`src/rtl/core/sha_pkg.sv`:
```
package sha_pkg;

	typedef struct packed {
		logic [7:0] data;
		logic       byte_valid;
		logic       eom;
	} front_word_t;

	localparam logic [31:0] ROUND_K [64] = '{
		32'h428a2f98, 32'h71374491, 32'hb5c0fbcf, 32'he9b5dba5,
		32'h3956c25b, 32'h59f111f1, 32'h923f82a4, 32'hab1c5ed5,
		32'hd807aa98, 32'h12835b01, 32'h243185be, 32'h550c7dc3,
		32'h72be5d74, 32'h80deb1fe, 32'h9bdc06a7, 32'hc19bf174,
		32'he49b69c1, 32'hefbe4786, 32'h0fc19dc6, 32'h240ca1cc,
		32'h2de92c6f, 32'h4a7484aa, 32'h5cb0a9dc, 32'h76f988da,
		32'h983e5152, 32'ha831c66d, 32'hb00327c8, 32'hbf597fc7,
		32'hc6e00bf3, 32'hd5a79147, 32'h06ca6351, 32'h14292967,
		32'h27b70a85, 32'h2e1b2138, 32'h4d2c6dfc, 32'h53380d13,
		32'h650a7354, 32'h766a0abb, 32'h81c2c92e, 32'h92722c85,
		32'ha2bfe8a1, 32'ha81a664b, 32'hc24b8b70, 32'hc76c51a3,
		32'hd192e819, 32'hd6990624, 32'hf40e3585, 32'h106aa070,
		32'h19a4c116, 32'h1e376c08, 32'h2748774c, 32'h34b0bcb5,
		32'h391c0cb3, 32'h4ed8aa4a, 32'h5b9cca4f, 32'h682e6ff3,
		32'h748f82ee, 32'h78a5636f, 32'h84c87814, 32'h8cc70208,
		32'h90befffa, 32'ha4506ceb, 32'hbef9a3f7, 32'hc67178f2
	};

	localparam logic [31:0] INIT_HASH [8] = '{
		32'h6a09e667, 32'hbb67ae85, 32'h3c6ef372, 32'ha54ff53a,
		32'h510e527f, 32'h9b05688c, 32'h1f83d9ab, 32'h5be0cd19
	};

	localparam logic [7:0] PAD_BYTE = 8'h80;
	localparam logic [5:0] LEN_OFFSET = 6'd56;

	function automatic logic [31:0] ror(input logic [31:0] v, input int s);
		ror = (v >> s) | (v << (32 - s));
	endfunction

endpackage

```
`src/rtl/core/sha_fifo.sv`:
```
module sha_fifo (
	input  logic                clk,
	input  logic                arst_n,
	input  logic                wr_valid,
	output logic                wr_ready,
	input  sha_pkg::front_word_t wr_data,
	output logic                rd_valid,
	input  logic                rd_ready,
	output sha_pkg::front_word_t rd_data
);
	import sha_pkg::*;

	front_word_t mem_q [4];
	logic [1:0] wp_q, rp_q;
	logic [2:0] cnt_q;
	logic do_wr, do_rd;

	assign wr_ready = (cnt_q != 3'd4);
	assign rd_valid = (cnt_q != 3'd0);
	assign rd_data  = mem_q[rp_q];
	assign do_wr = wr_valid && wr_ready;
	assign do_rd = rd_valid && rd_ready;

	always_ff @(posedge clk) begin
		if (do_wr) mem_q[wp_q] <= wr_data;
	end

	always_ff @(posedge clk or negedge arst_n) begin
		if (!arst_n) begin
			wp_q <= '0;
			rp_q <= '0;
			cnt_q <= '0;
		end else begin
			if (do_wr) wp_q <= wp_q + 2'd1;
			if (do_rd) rp_q <= rp_q + 2'd1;
			cnt_q <= cnt_q + {2'd0, do_wr} - {2'd0, do_rd};
		end
	end
endmodule

```
`src/rtl/core/sha_core.sv`:
```
module sha_core (
	input  logic                clk,
	input  logic                arst_n,
	input  logic                in_valid,
	output logic                in_ready,
	input  sha_pkg::front_word_t in_word,
	output logic                out_valid,
	input  logic                out_ready,
	output logic [31:0]         out_digest,
	output logic [2:0]          out_index,
	output logic                out_last
);
	import sha_pkg::*;

	localparam logic [2:0] ST_FILL = 3'd0;
	localparam logic [2:0] ST_LOAD = 3'd1;
	localparam logic [2:0] ST_RND  = 3'd2;
	localparam logic [2:0] ST_ADD  = 3'd3;
	localparam logic [2:0] ST_PAD  = 3'd4;
	localparam logic [2:0] ST_OUT  = 3'd5;

	logic [2:0]  st_q;
	logic [31:0] blk_q [16];
	logic [5:0]  fill_q;
	logic [60:0] cnt_q;
	logic        pad_q;
	logic        len_q;
	logic        eom_q;
	logic [31:0] h_q [8];
	logic [31:0] v_q [8];
	logic [31:0] w_q [16];
	logic [6:0]  rnd_q;
	logic [2:0]  oidx_q;
	logic        ovld_q;

	logic [63:0] bits;
	logic [7:0]  pad_byte;
	logic [31:0] wt, s0, s1, ch, mj, t1, t2, x0, x1;
	logic        take, put_fill, put_pad;
	logic [7:0]  put_b;

	assign bits = {cnt_q, 3'b000};
	assign in_ready = (st_q == ST_FILL) && !eom_q;
	assign take = in_valid && in_ready;

	// len_q: the length field goes into the block being padded
	always_comb begin
		if (!pad_q) pad_byte = PAD_BYTE;
		else if (!len_q || fill_q < LEN_OFFSET) pad_byte = 8'h00;
		else pad_byte = bits[6'(63 - 8 * int'(fill_q[2:0])) -: 8];
	end

	assign put_fill = take && in_word.byte_valid;
	assign put_pad  = (st_q == ST_PAD);
	assign put_b    = put_pad ? pad_byte : in_word.data;

	always_comb begin
		x0 = ror(w_q[1], 7) ^ ror(w_q[1], 18) ^ (w_q[1] >> 3);
		x1 = ror(w_q[14], 17) ^ ror(w_q[14], 19) ^ (w_q[14] >> 10);
		wt = (rnd_q < 7'd16) ? w_q[0] : (w_q[0] + x0 + w_q[9] + x1);
		s1 = ror(v_q[4], 6) ^ ror(v_q[4], 11) ^ ror(v_q[4], 25);
		ch = (v_q[4] & v_q[5]) ^ (~v_q[4] & v_q[6]);
		s0 = ror(v_q[0], 2) ^ ror(v_q[0], 13) ^ ror(v_q[0], 22);
		mj = (v_q[0] & v_q[1]) ^ (v_q[0] & v_q[2]) ^ (v_q[1] & v_q[2]);
		t1 = v_q[7] + s1 + ch + ROUND_K[rnd_q[5:0]] + wt;
		t2 = s0 + mj;
	end

	assign out_valid  = ovld_q;
	assign out_digest = h_q[oidx_q];
	assign out_index  = oidx_q;
	assign out_last   = (oidx_q == 3'd7);

	always_ff @(posedge clk) begin
		if (put_fill || put_pad)
			blk_q[fill_q[5:2]][5'(31 - 8 * int'(fill_q[1:0])) -: 8] <= put_b;
		if (st_q == ST_LOAD) begin
			w_q <= blk_q;
			v_q <= h_q;
		end else if (st_q == ST_RND) begin
			for (int i = 0; i < 15; i++) w_q[i] <= w_q[i + 1];
			w_q[15] <= wt;
			v_q[7] <= v_q[6]; v_q[6] <= v_q[5]; v_q[5] <= v_q[4];
			v_q[4] <= v_q[3] + t1;
			v_q[3] <= v_q[2]; v_q[2] <= v_q[1]; v_q[1] <= v_q[0];
			v_q[0] <= t1 + t2;
		end
	end

	always_ff @(posedge clk or negedge arst_n) begin
		if (!arst_n) begin
			st_q <= ST_FILL;
			fill_q <= '0;
			cnt_q <= '0;
			pad_q <= 1'b0;
			len_q <= 1'b0;
			eom_q <= 1'b0;
			rnd_q <= '0;
			oidx_q <= '0;
			ovld_q <= 1'b0;
			h_q <= INIT_HASH;
		end else begin
			case (st_q)
				ST_FILL: begin
					if (eom_q) begin
						st_q <= ST_PAD;
						eom_q <= 1'b0;
					end else if (take) begin
						if (in_word.byte_valid) begin
							cnt_q <= cnt_q + 61'd1;
							fill_q <= fill_q + 6'd1;
						end
						eom_q <= in_word.eom;
						if (in_word.byte_valid && fill_q == 6'd63) st_q <= ST_LOAD;
					end
				end
				ST_PAD: begin
					fill_q <= fill_q + 6'd1;
					pad_q <= 1'b1;
					if (!pad_q) len_q <= (fill_q < LEN_OFFSET);
					if (fill_q == 6'd63) st_q <= ST_LOAD;
				end
				ST_LOAD: begin
					rnd_q <= '0;
					st_q <= ST_RND;
				end
				ST_RND: begin
					rnd_q <= rnd_q + 7'd1;
					if (rnd_q == 7'd63) st_q <= ST_ADD;
				end
				ST_ADD: begin
					for (int i = 0; i < 8; i++) h_q[i] <= h_q[i] + v_q[i];
					if (pad_q && len_q) begin
						st_q <= ST_OUT;
						ovld_q <= 1'b1;
						oidx_q <= '0;
					end else if (pad_q) begin
						len_q <= 1'b1;
						st_q <= ST_PAD;
					end else st_q <= ST_FILL;
				end
				ST_OUT: begin
					if (out_ready) begin
						oidx_q <= oidx_q + 3'd1;
						if (oidx_q == 3'd7) begin
							ovld_q <= 1'b0;
							h_q <= INIT_HASH;
							cnt_q <= '0;
							pad_q <= 1'b0;
							len_q <= 1'b0;
							st_q <= ST_FILL;
						end
					end
				end
				default: st_q <= ST_FILL;
			endcase
		end
	end
endmodule

```
`src/rtl/core/sha256_stream_hasher.sv`:
```
// channel | dir | tdata                       | tuser            | tlast
// s_axis  | in  | [7:0] data_byte             | [0] byte_valid   | end_of_message
// m_axis  | out | [31:0] digest_word          | [2:0] word_index | final_word
// Each full block is compressed at one round per cycle in a single shared round
// unit, during which input to the core stalls.
// End of message adds padding at one byte per cycle plus one or two compressions,
// then eight output words. A four-entry queue decouples input from the core.
// arst_n clears control state and the chain value.
module sha256_stream_hasher (
	input  logic        clk,
	input  logic        arst_n,
	input  logic        s_axis_tvalid,
	output logic        s_axis_tready,
	input  logic [7:0]  s_axis_tdata,  // [7:0] data_byte
	input  logic        s_axis_tuser,  // [0] byte_valid
	input  logic        s_axis_tlast,
	output logic        m_axis_tvalid,
	input  logic        m_axis_tready,
	output logic [31:0] m_axis_tdata,  // [31:0] digest_word
	output logic [2:0]  m_axis_tuser,  // [2:0] word_index
	output logic        m_axis_tlast
);
	import sha_pkg::*;

	front_word_t in_w, q_w;
	logic q_valid, q_ready;

	assign in_w.data = s_axis_tdata;
	assign in_w.byte_valid = s_axis_tuser;
	assign in_w.eom = s_axis_tlast;

	sha_fifo u_fifo (
		.clk(clk), .arst_n(arst_n),
		.wr_valid(s_axis_tvalid), .wr_ready(s_axis_tready), .wr_data(in_w),
		.rd_valid(q_valid), .rd_ready(q_ready), .rd_data(q_w)
	);

	sha_core u_core (
		.clk(clk), .arst_n(arst_n),
		.in_valid(q_valid), .in_ready(q_ready), .in_word(q_w),
		.out_valid(m_axis_tvalid), .out_ready(m_axis_tready),
		.out_digest(m_axis_tdata), .out_index(m_axis_tuser), .out_last(m_axis_tlast)
	);
endmodule

```
`config.mk`:
```
export PLATFORM = sky130hd
export DESIGN_NAME = sha256_stream_hasher
export DESIGN_NICKNAME = d
export VERILOG_FILES = /design/src/rtl/core/sha_pkg.sv /design/src/rtl/core/sha_fifo.sv /design/src/rtl/core/sha_core.sv /design/src/rtl/core/sha256_stream_hasher.sv
export SDC_FILE = /design/constraint.sdc
export NUM_CORES = 2
export LEC_CHECK = 0
export BUFFER_PORTS_ARGS = -buffer_cell sky130_fd_sc_hd__buf_2
export CAP_MARGIN = 20
export CORE_ASPECT_RATIO = 0.9
export CORE_MARGIN = 2
export CORE_UTILIZATION = 65
export CTS_CLUSTER_SIZE = 25
export DETAILED_ROUTE_END_ITERATION = 6
export MAX_ROUTING_LAYER = met4
export PLACE_DENSITY = 0.81
export SLEW_MARGIN = 25
export SYNTH_ARGS = -nofsm -noshare
export SYNTH_HDL_FRONTEND = slang
export SYNTH_SLANG_ARGS = --single-unit
export TNS_END_PERCENT = 10
```
`constraint.sdc`:
```
create_clock -name clk -period 21.8 [get_ports clk]
set_input_delay 1.09 -clock clk [delete_from_list [all_inputs] [get_ports clk]]
set_output_delay 1.09 -clock clk [all_outputs]
set_load 0.02 [all_outputs]
```
## Yosys cells after proc, flatten, opt, wreduce, memory -nomap -nowiden

Memory sizes are Yosys's and may differ from the RTL's.
Cells that the tools add are included.
Widths: inputs -> output; s select.

- Input port bits: 14
- ROM bits: 2048
- Memories: 2
- Flip-flop bits (word level): 1627
- Output and inout port bits: 38
- Bits in writable memories: 40

Memories:

| name | depth | width | read ports | clocked after memory_dff | wr ports | RTL line | source |
|---|---|---|---|---|---|---|---|
| (name not given) | 64 | 32 | 1 | 0 | 0 | sha_core.sv:65 | `t1 = v_q[7] + s1 + ch + ROUND_K[rnd_q[5:0]] + wt;` |
| u_fifo.mem_q | 4 | 10 | 1 | 0 | 1 | sha_fifo.sv:13 | `front_word_t mem_q [4];` |

- Eq/ne operators: 22
- Bitwise logic cells: 30
- Order comparisons: 6
- Reductions and logical operators: 27
- Muxes and demuxes: 56
- Add/subtract/negate cells: 29
- Shifts and indexed selects: 3

Operators by type and width:

| kind | number |
|---|---|
| $mux 256 | 4 |
| $mux 512 | 2 |
| $add 32x32->32 | 18 |
| $bwmux 512 | 1 |
| $pmux 256 s2 | 1 |
| $mux 61 | 5 |
| $xor 32x32->32 | 9 |
| $mux 32 | 6 |
| $and 32x32->32 | 5 |
| $demux 32 s4 | 1 |
| $pmux 61 s2 | 1 |
| $bmux 32 s3 | 1 |
| $shiftx 71x6->8 | 1 |
| $add 61x1->61 const B | 1 |
| $shift 8x6->39 const A | 1 |
| $shiftx 8x6->39 | 1 |
| $mux 3 | 11 |
| $not 32->32 | 1 |
| $or 10x32->32 | 1 |
| $or 13x32->32 | 1 |
| $or 14x32->32 | 1 |
| $or 15x32->32 | 1 |
| $or 19x32->32 | 1 |
| $or 21x32->32 | 1 |
| other kinds (52) | 97 |

## Depth between registers and ports, before layout

- Depth after elaboration: 11
- Gate-level depth with buffers: 44
- Mapped depth without buffers: 44

## Hierarchy

A second synthesis with hierarchy kept.

- Cell total of the unflattened synthesis: 8816
- Area, all modules: 91590.3 um^2

By module, submodules not included:

| module | instances | area an instance (um^2) | seq. area each (um^2) | cells an instance |
|---|---|---|---|---|
| sha_core | 1 | 89672.3 | 46314.4 | 8723 |
| sha_fifo | 1 | 1918.1 | 1376.3 | 93 |

## Least setup slack after synthesis

OpenSTA, ideal clock, no wires.

- Path kind: reg-to-reg
- Start point: register u_core.st_q[0]
- End point: register u_core.rnd_q[1]
- Library setup time: 821 ps
- Slack: 3819 ps
- Arrival: 17160 ps
- Stages on the path, launching flop included: 9
- Required time: 20979 ps
- Cells stage by stage: dfrtp_1 -> clkbuf_1 -> inv_1 -> nor3_1 -> clkbuf_1 -> buf_1 -> nor2_1 -> inv_1 -> o22ai_1

- Cells in the longest elaborated chain, start to end: 2

Ends and longest elaborated chain:

| what | RTL line | source |
|---|---|---|
| start, declared | sha_core.sv:22 | `logic [2:0] st_q;` |
| start signal, assigned | sha_core.sv:92 | `st_q <= ST_FILL;` |
| start signal, assigned | sha_core.sv:106 | `st_q <= ST_PAD;` |
| start signal, assigned | sha_core.sv:114 | `if (in_word.byte_valid && fill_q == 6'd63) st_q <= ST_LOAD;` |
| $eq 3x2->1 or $eq 3x1->1 (tied branches) | sha_core.sv:103 | `case (st_q)` |
| $pmux 7 s2 or $reduce_bool 2->1 (tied branches) | n/a |  |
| end signal, assigned | sha_core.sv:128 | `rnd_q <= rnd_q + 7'd1;` |
| end, declared | sha_core.sv:32 | `logic [6:0] rnd_q;` |

Parallel ways exist; a longest one is shown, timed or not.
A chain may end at the register's enable or synchronous reset.

## Final worst setup path

- Start point: register u_core.w_q[50] (netlist bit)
- End point: register u_core.v_q[255] (netlist bit) (data pin)

- Cells in the longest elaborated chain, start to end: 9

Ends and longest elaborated chain:

| what | RTL line | source |
|---|---|---|
| start, declared | sha_core.sv:31 | `logic [31:0] w_q [16];` |
| start signal, assigned | sha_core.sv:78 | `w_q <= blk_q;` |
| $or 15x32->32 or $or 13x32->32 (tied branches) | sha_pkg.sv:37 | `ror = (v >> s) \| (v << (32 - s));` |
| $xor 32x32->32 | sha_core.sv:59 | `x1 = ror(w_q[14], 17) ^ ror(w_q[14], 19) ^ (w_q[14] >> 10);` |
| $xor 32x22->32 * | sha_core.sv:59 |  |
| $add 32x32->32 * | sha_core.sv:60 | `wt = (rnd_q < 7'd16) ? w_q[0] : (w_q[0] + x0 + w_q[9] + x1);` |
| $mux 32 * | sha_core.sv:60 |  |
| $add 32x32->32 * | sha_core.sv:65 |  |
| $add 32x32->32 * | sha_core.sv:86 | `v_q[0] <= t1 + t2;` |
| $mux 256 * | sha_core.sv:80 | `end else if (st_q == ST_RND) begin` |
| $mux 256 * | sha_core.sv:77 | `if (st_q == ST_LOAD) begin` |
| end signal, assigned | sha_core.sv:79 | `v_q <= h_q;` |
| end, declared | sha_core.sv:30 | `logic [31:0] v_q [8];` |

Mark *: on every way between the ends. The rest lies on a longest branch, timed or not. The select of a mux whose other input is x is not followed.

==> metrics.txt <==
status finished clean; sequential-to-total area share from yosys stat 0.520; TNS Setup 0 ps; vias in the first global route 66024; Worst path slowest cell fa_1; routed vias 69468; post-synthesis compound-gate area fraction 0.108; final hold vios 0; Reg2Reg Setup Slack 10870 ps; worst-case reg-to-reg path depth 39; commonest cells after routing, fill and taps aside 2403 x nand2_1, 1320 x edfxtp_1, 501 x a21oi_1; static leakage 38.3 nW; Initial DRC Count 10242; Highest Clock Rate 91.5 MHz; Worst Skew 69.5 ps; WP buf/inv 3; WP data arrival 11460 ps; largest net degree at the start of global routing 209; final hold slack 240 ps; HP Class primary input to async pin; proportion of layout cells with a drive suffix above 1 0.0755; top_reg_cell synth edfxtp_1; Core Area 140000 sq um; Synth Warn # 0; Finish-stage setup viols 0; Pwr per Cell Area 63.4 nW/um^2; unrepaired setup endpoints after global routing false; die footprint 144000 sq um; Num CTS Buffers 166; CP top delay family adder cells; RePlAce Congestion 1.04; ANT nets after route 0; die span in x 400 um; drc violations 0; Avg Inst Size Synth 10.4 sq um; all-layer global routing usage 0.397; IO Pins 52; final net count 9601; Worst VDD drop 0.0000886 V; Post-synth EDFFs 1320; drt wl/cell 25.3 um; CTS tree yes; Crit Path Category flop to flop; # hold bufs at CTS 0; most common cell after layout, fill and taps aside nand2_1; endpoint type of the worst setup path flop; crit-path max FO 6; Req. time, crit path 22330 ps; adder-cell share of the synthesized area 0.0982; port bufs 51; Design Power 0.00635 W; CP max stage delay 560 ps; initial antenna violation count 4; synthesized instance count 8842; max cap viols 0; area added between synthesis and finish 9.19%; register bit total from synthesis 1635; Worst setup SP type flop; Die Y 360 um; Total Wirelength 277000 um; period utilization 0.501; RR Endpoint u_core.v_q[255]; Worst-path clk slew 70 ps; Final min period 10930 ps; clock sink count 1635; fraction of registers with async set/reset 0.193; Avg Vias per Cell 6.33; Synth Area in XOR/XNOR 0.0577; Post-CTS Repair Setup Buffers 0; Std-Cell Rows 130; Initial Util 0.656; CP dominant cell by count fa_1; Pre-antenna DRT Iters 7; Post-Syn Area 91700 sq um; HPWL after DPL 195000 um; CTS Buffer Depth 3; RR Startpoint u_core.w_q[50]; worst skew pair latency 830 ps; largest family of logic cells by synthesized area simple AND/OR/NAND/NOR gates; clk root buf clkbuf_16; first-pass GRT wire length 414000 um; Slew @ Worst Pin 1140 ps; Post-CTS Resized 0; H-tree depth 4; mux share of post-synthesis cell area 0.0301; count of pins over their slew limit 0; Simple-Gate Fraction of Synth Area 0.154; worst rel slew slack 0.238; Synth cell types 84; gr ovfl total 0
## worst reg2reg max path: cells and delay by family (launching register included)
family	cells	cell delay, ps
AND/OR/NAND/NOR	7	1640
adder cells (fa/ha/maj)	9	3930
AO/OA/AOI/OAI	15	3350
flip-flops	1	480
buffers and inverters	3	180
XOR/XNOR	5	1060
## sequential cells by signal, indices dropped and copies added, names as in the netlist
| register | cells |
|---|---|
| u_core.blk_q | 512 |
| u_core.cnt_q | 29 |
| u_core.eom_q | 1 |
| u_core.fill_q | 6 |
| u_core.h_q | 256 |
| u_core.len_q | 1 |
| u_core.out_index | 3 |
| u_core.out_valid | 1 |
| u_core.pad_q | 1 |
| u_core.rnd_q | 7 |
| u_core.st_q | 3 |
| u_core.v_q | 256 |
| u_core.w_q | 512 |
| u_fifo.cnt_q | 3 |
| u_fifo.mem_q | 40 |
| u_fifo.rp_q | 2 |
| u_fifo.wp_q | 2 |
## metal layers
| metal | wire length [um] | vias to the layer above | track usage |
|---|---|---|---|
| li1 | - | 30779 | - |
| met2 | 115000 | 4227 | 0.532 |
| met5 | 0 | - | - |
| met3 | 37900 | 510 | 0.0991 |
| met1 | 117000 | 33952 | 0.606 |
| met4 | 7480 | 0 | 0.0982 |
## synth_stat cells (all sizes together) (179+ instances only)
cell type     n  area share
a21o        196       0.016
a21oi       502       0.027
clkbuf      383       0.016
dfrtp       179       0.049
edfxtp     1320        0.43
fa          196       0.043
ha          402       0.055
inv         359       0.015
nand2      2405       0.098
nor2        479       0.020
o21ai       443       0.024
xnor2       355       0.034
xor2        247       0.024
## metrics by stage
stage | utilization | setup slack (ps) | cell area [sq um] | std cells
2_1_floorplan | - | 3820 | 92700 | 9097
3_3_place_gp | 0.676 | 11290 | 94500 | 10667
3_5_place_dp | 0.676 | 11140 | 94500 | 10667
4_1_cts | 0.715 | 11050 | 100000 | 10976
5_1_grt | 0.716 | 10470 | 100000 | 10980
6_report | 0.716 | 10870 | 100000 | 10981
## layout make-up
class                   instances  area, sq um
clock buffers                 223         4540
repair buffers                146         1110
well taps                    1848         2310
flip-flops and latches       1635        47700
fillers                      9848        39700
diodes                          3         7.51
multi-input cells            6678        42100
inverters                     362         1370
clock inverters                86          980
## power by group
group          internal [W]  switching [W]  total [W]
Combinational     0.0000168      0.0000459  0.0000627
Sequential          0.00337     0.00000941    0.00337
Clock               0.00163        0.00129    0.00292
Total               0.00501        0.00135    0.00635
## cells by family after synthesis
| group | after synthesis |
|---|---|
| XOR/XNOR | 603 |
| buffers and inverters | 784 |
| adder cells (fa/ha/maj) | 603 |
| multiplexers | 168 |
| other | 1 |
| AND/OR/NAND/NOR | 3447 |
| flip-flops | 1635 |
| AO/OA/AOI/OAI | 1601 |
## worst max path at each step
stage | startpoint | endpoint | cells past startpoint
after global routing | u_core.w_q[50] | u_core.v_q[255] | 39
final | u_core.w_q[50] | u_core.v_q[255] | 39
after detailed placement | u_core.w_q[50] | u_core.v_q[255] | 39
after CTS | u_core.w_q[50] | u_core.v_q[255] | 39
after floorplan | u_core.st_q[0] | u_core.rnd_q[1] | 8
after global placement | u_core.w_q[50] | u_core.v_q[255] | 39
Power figures use the tool's default switching activity.
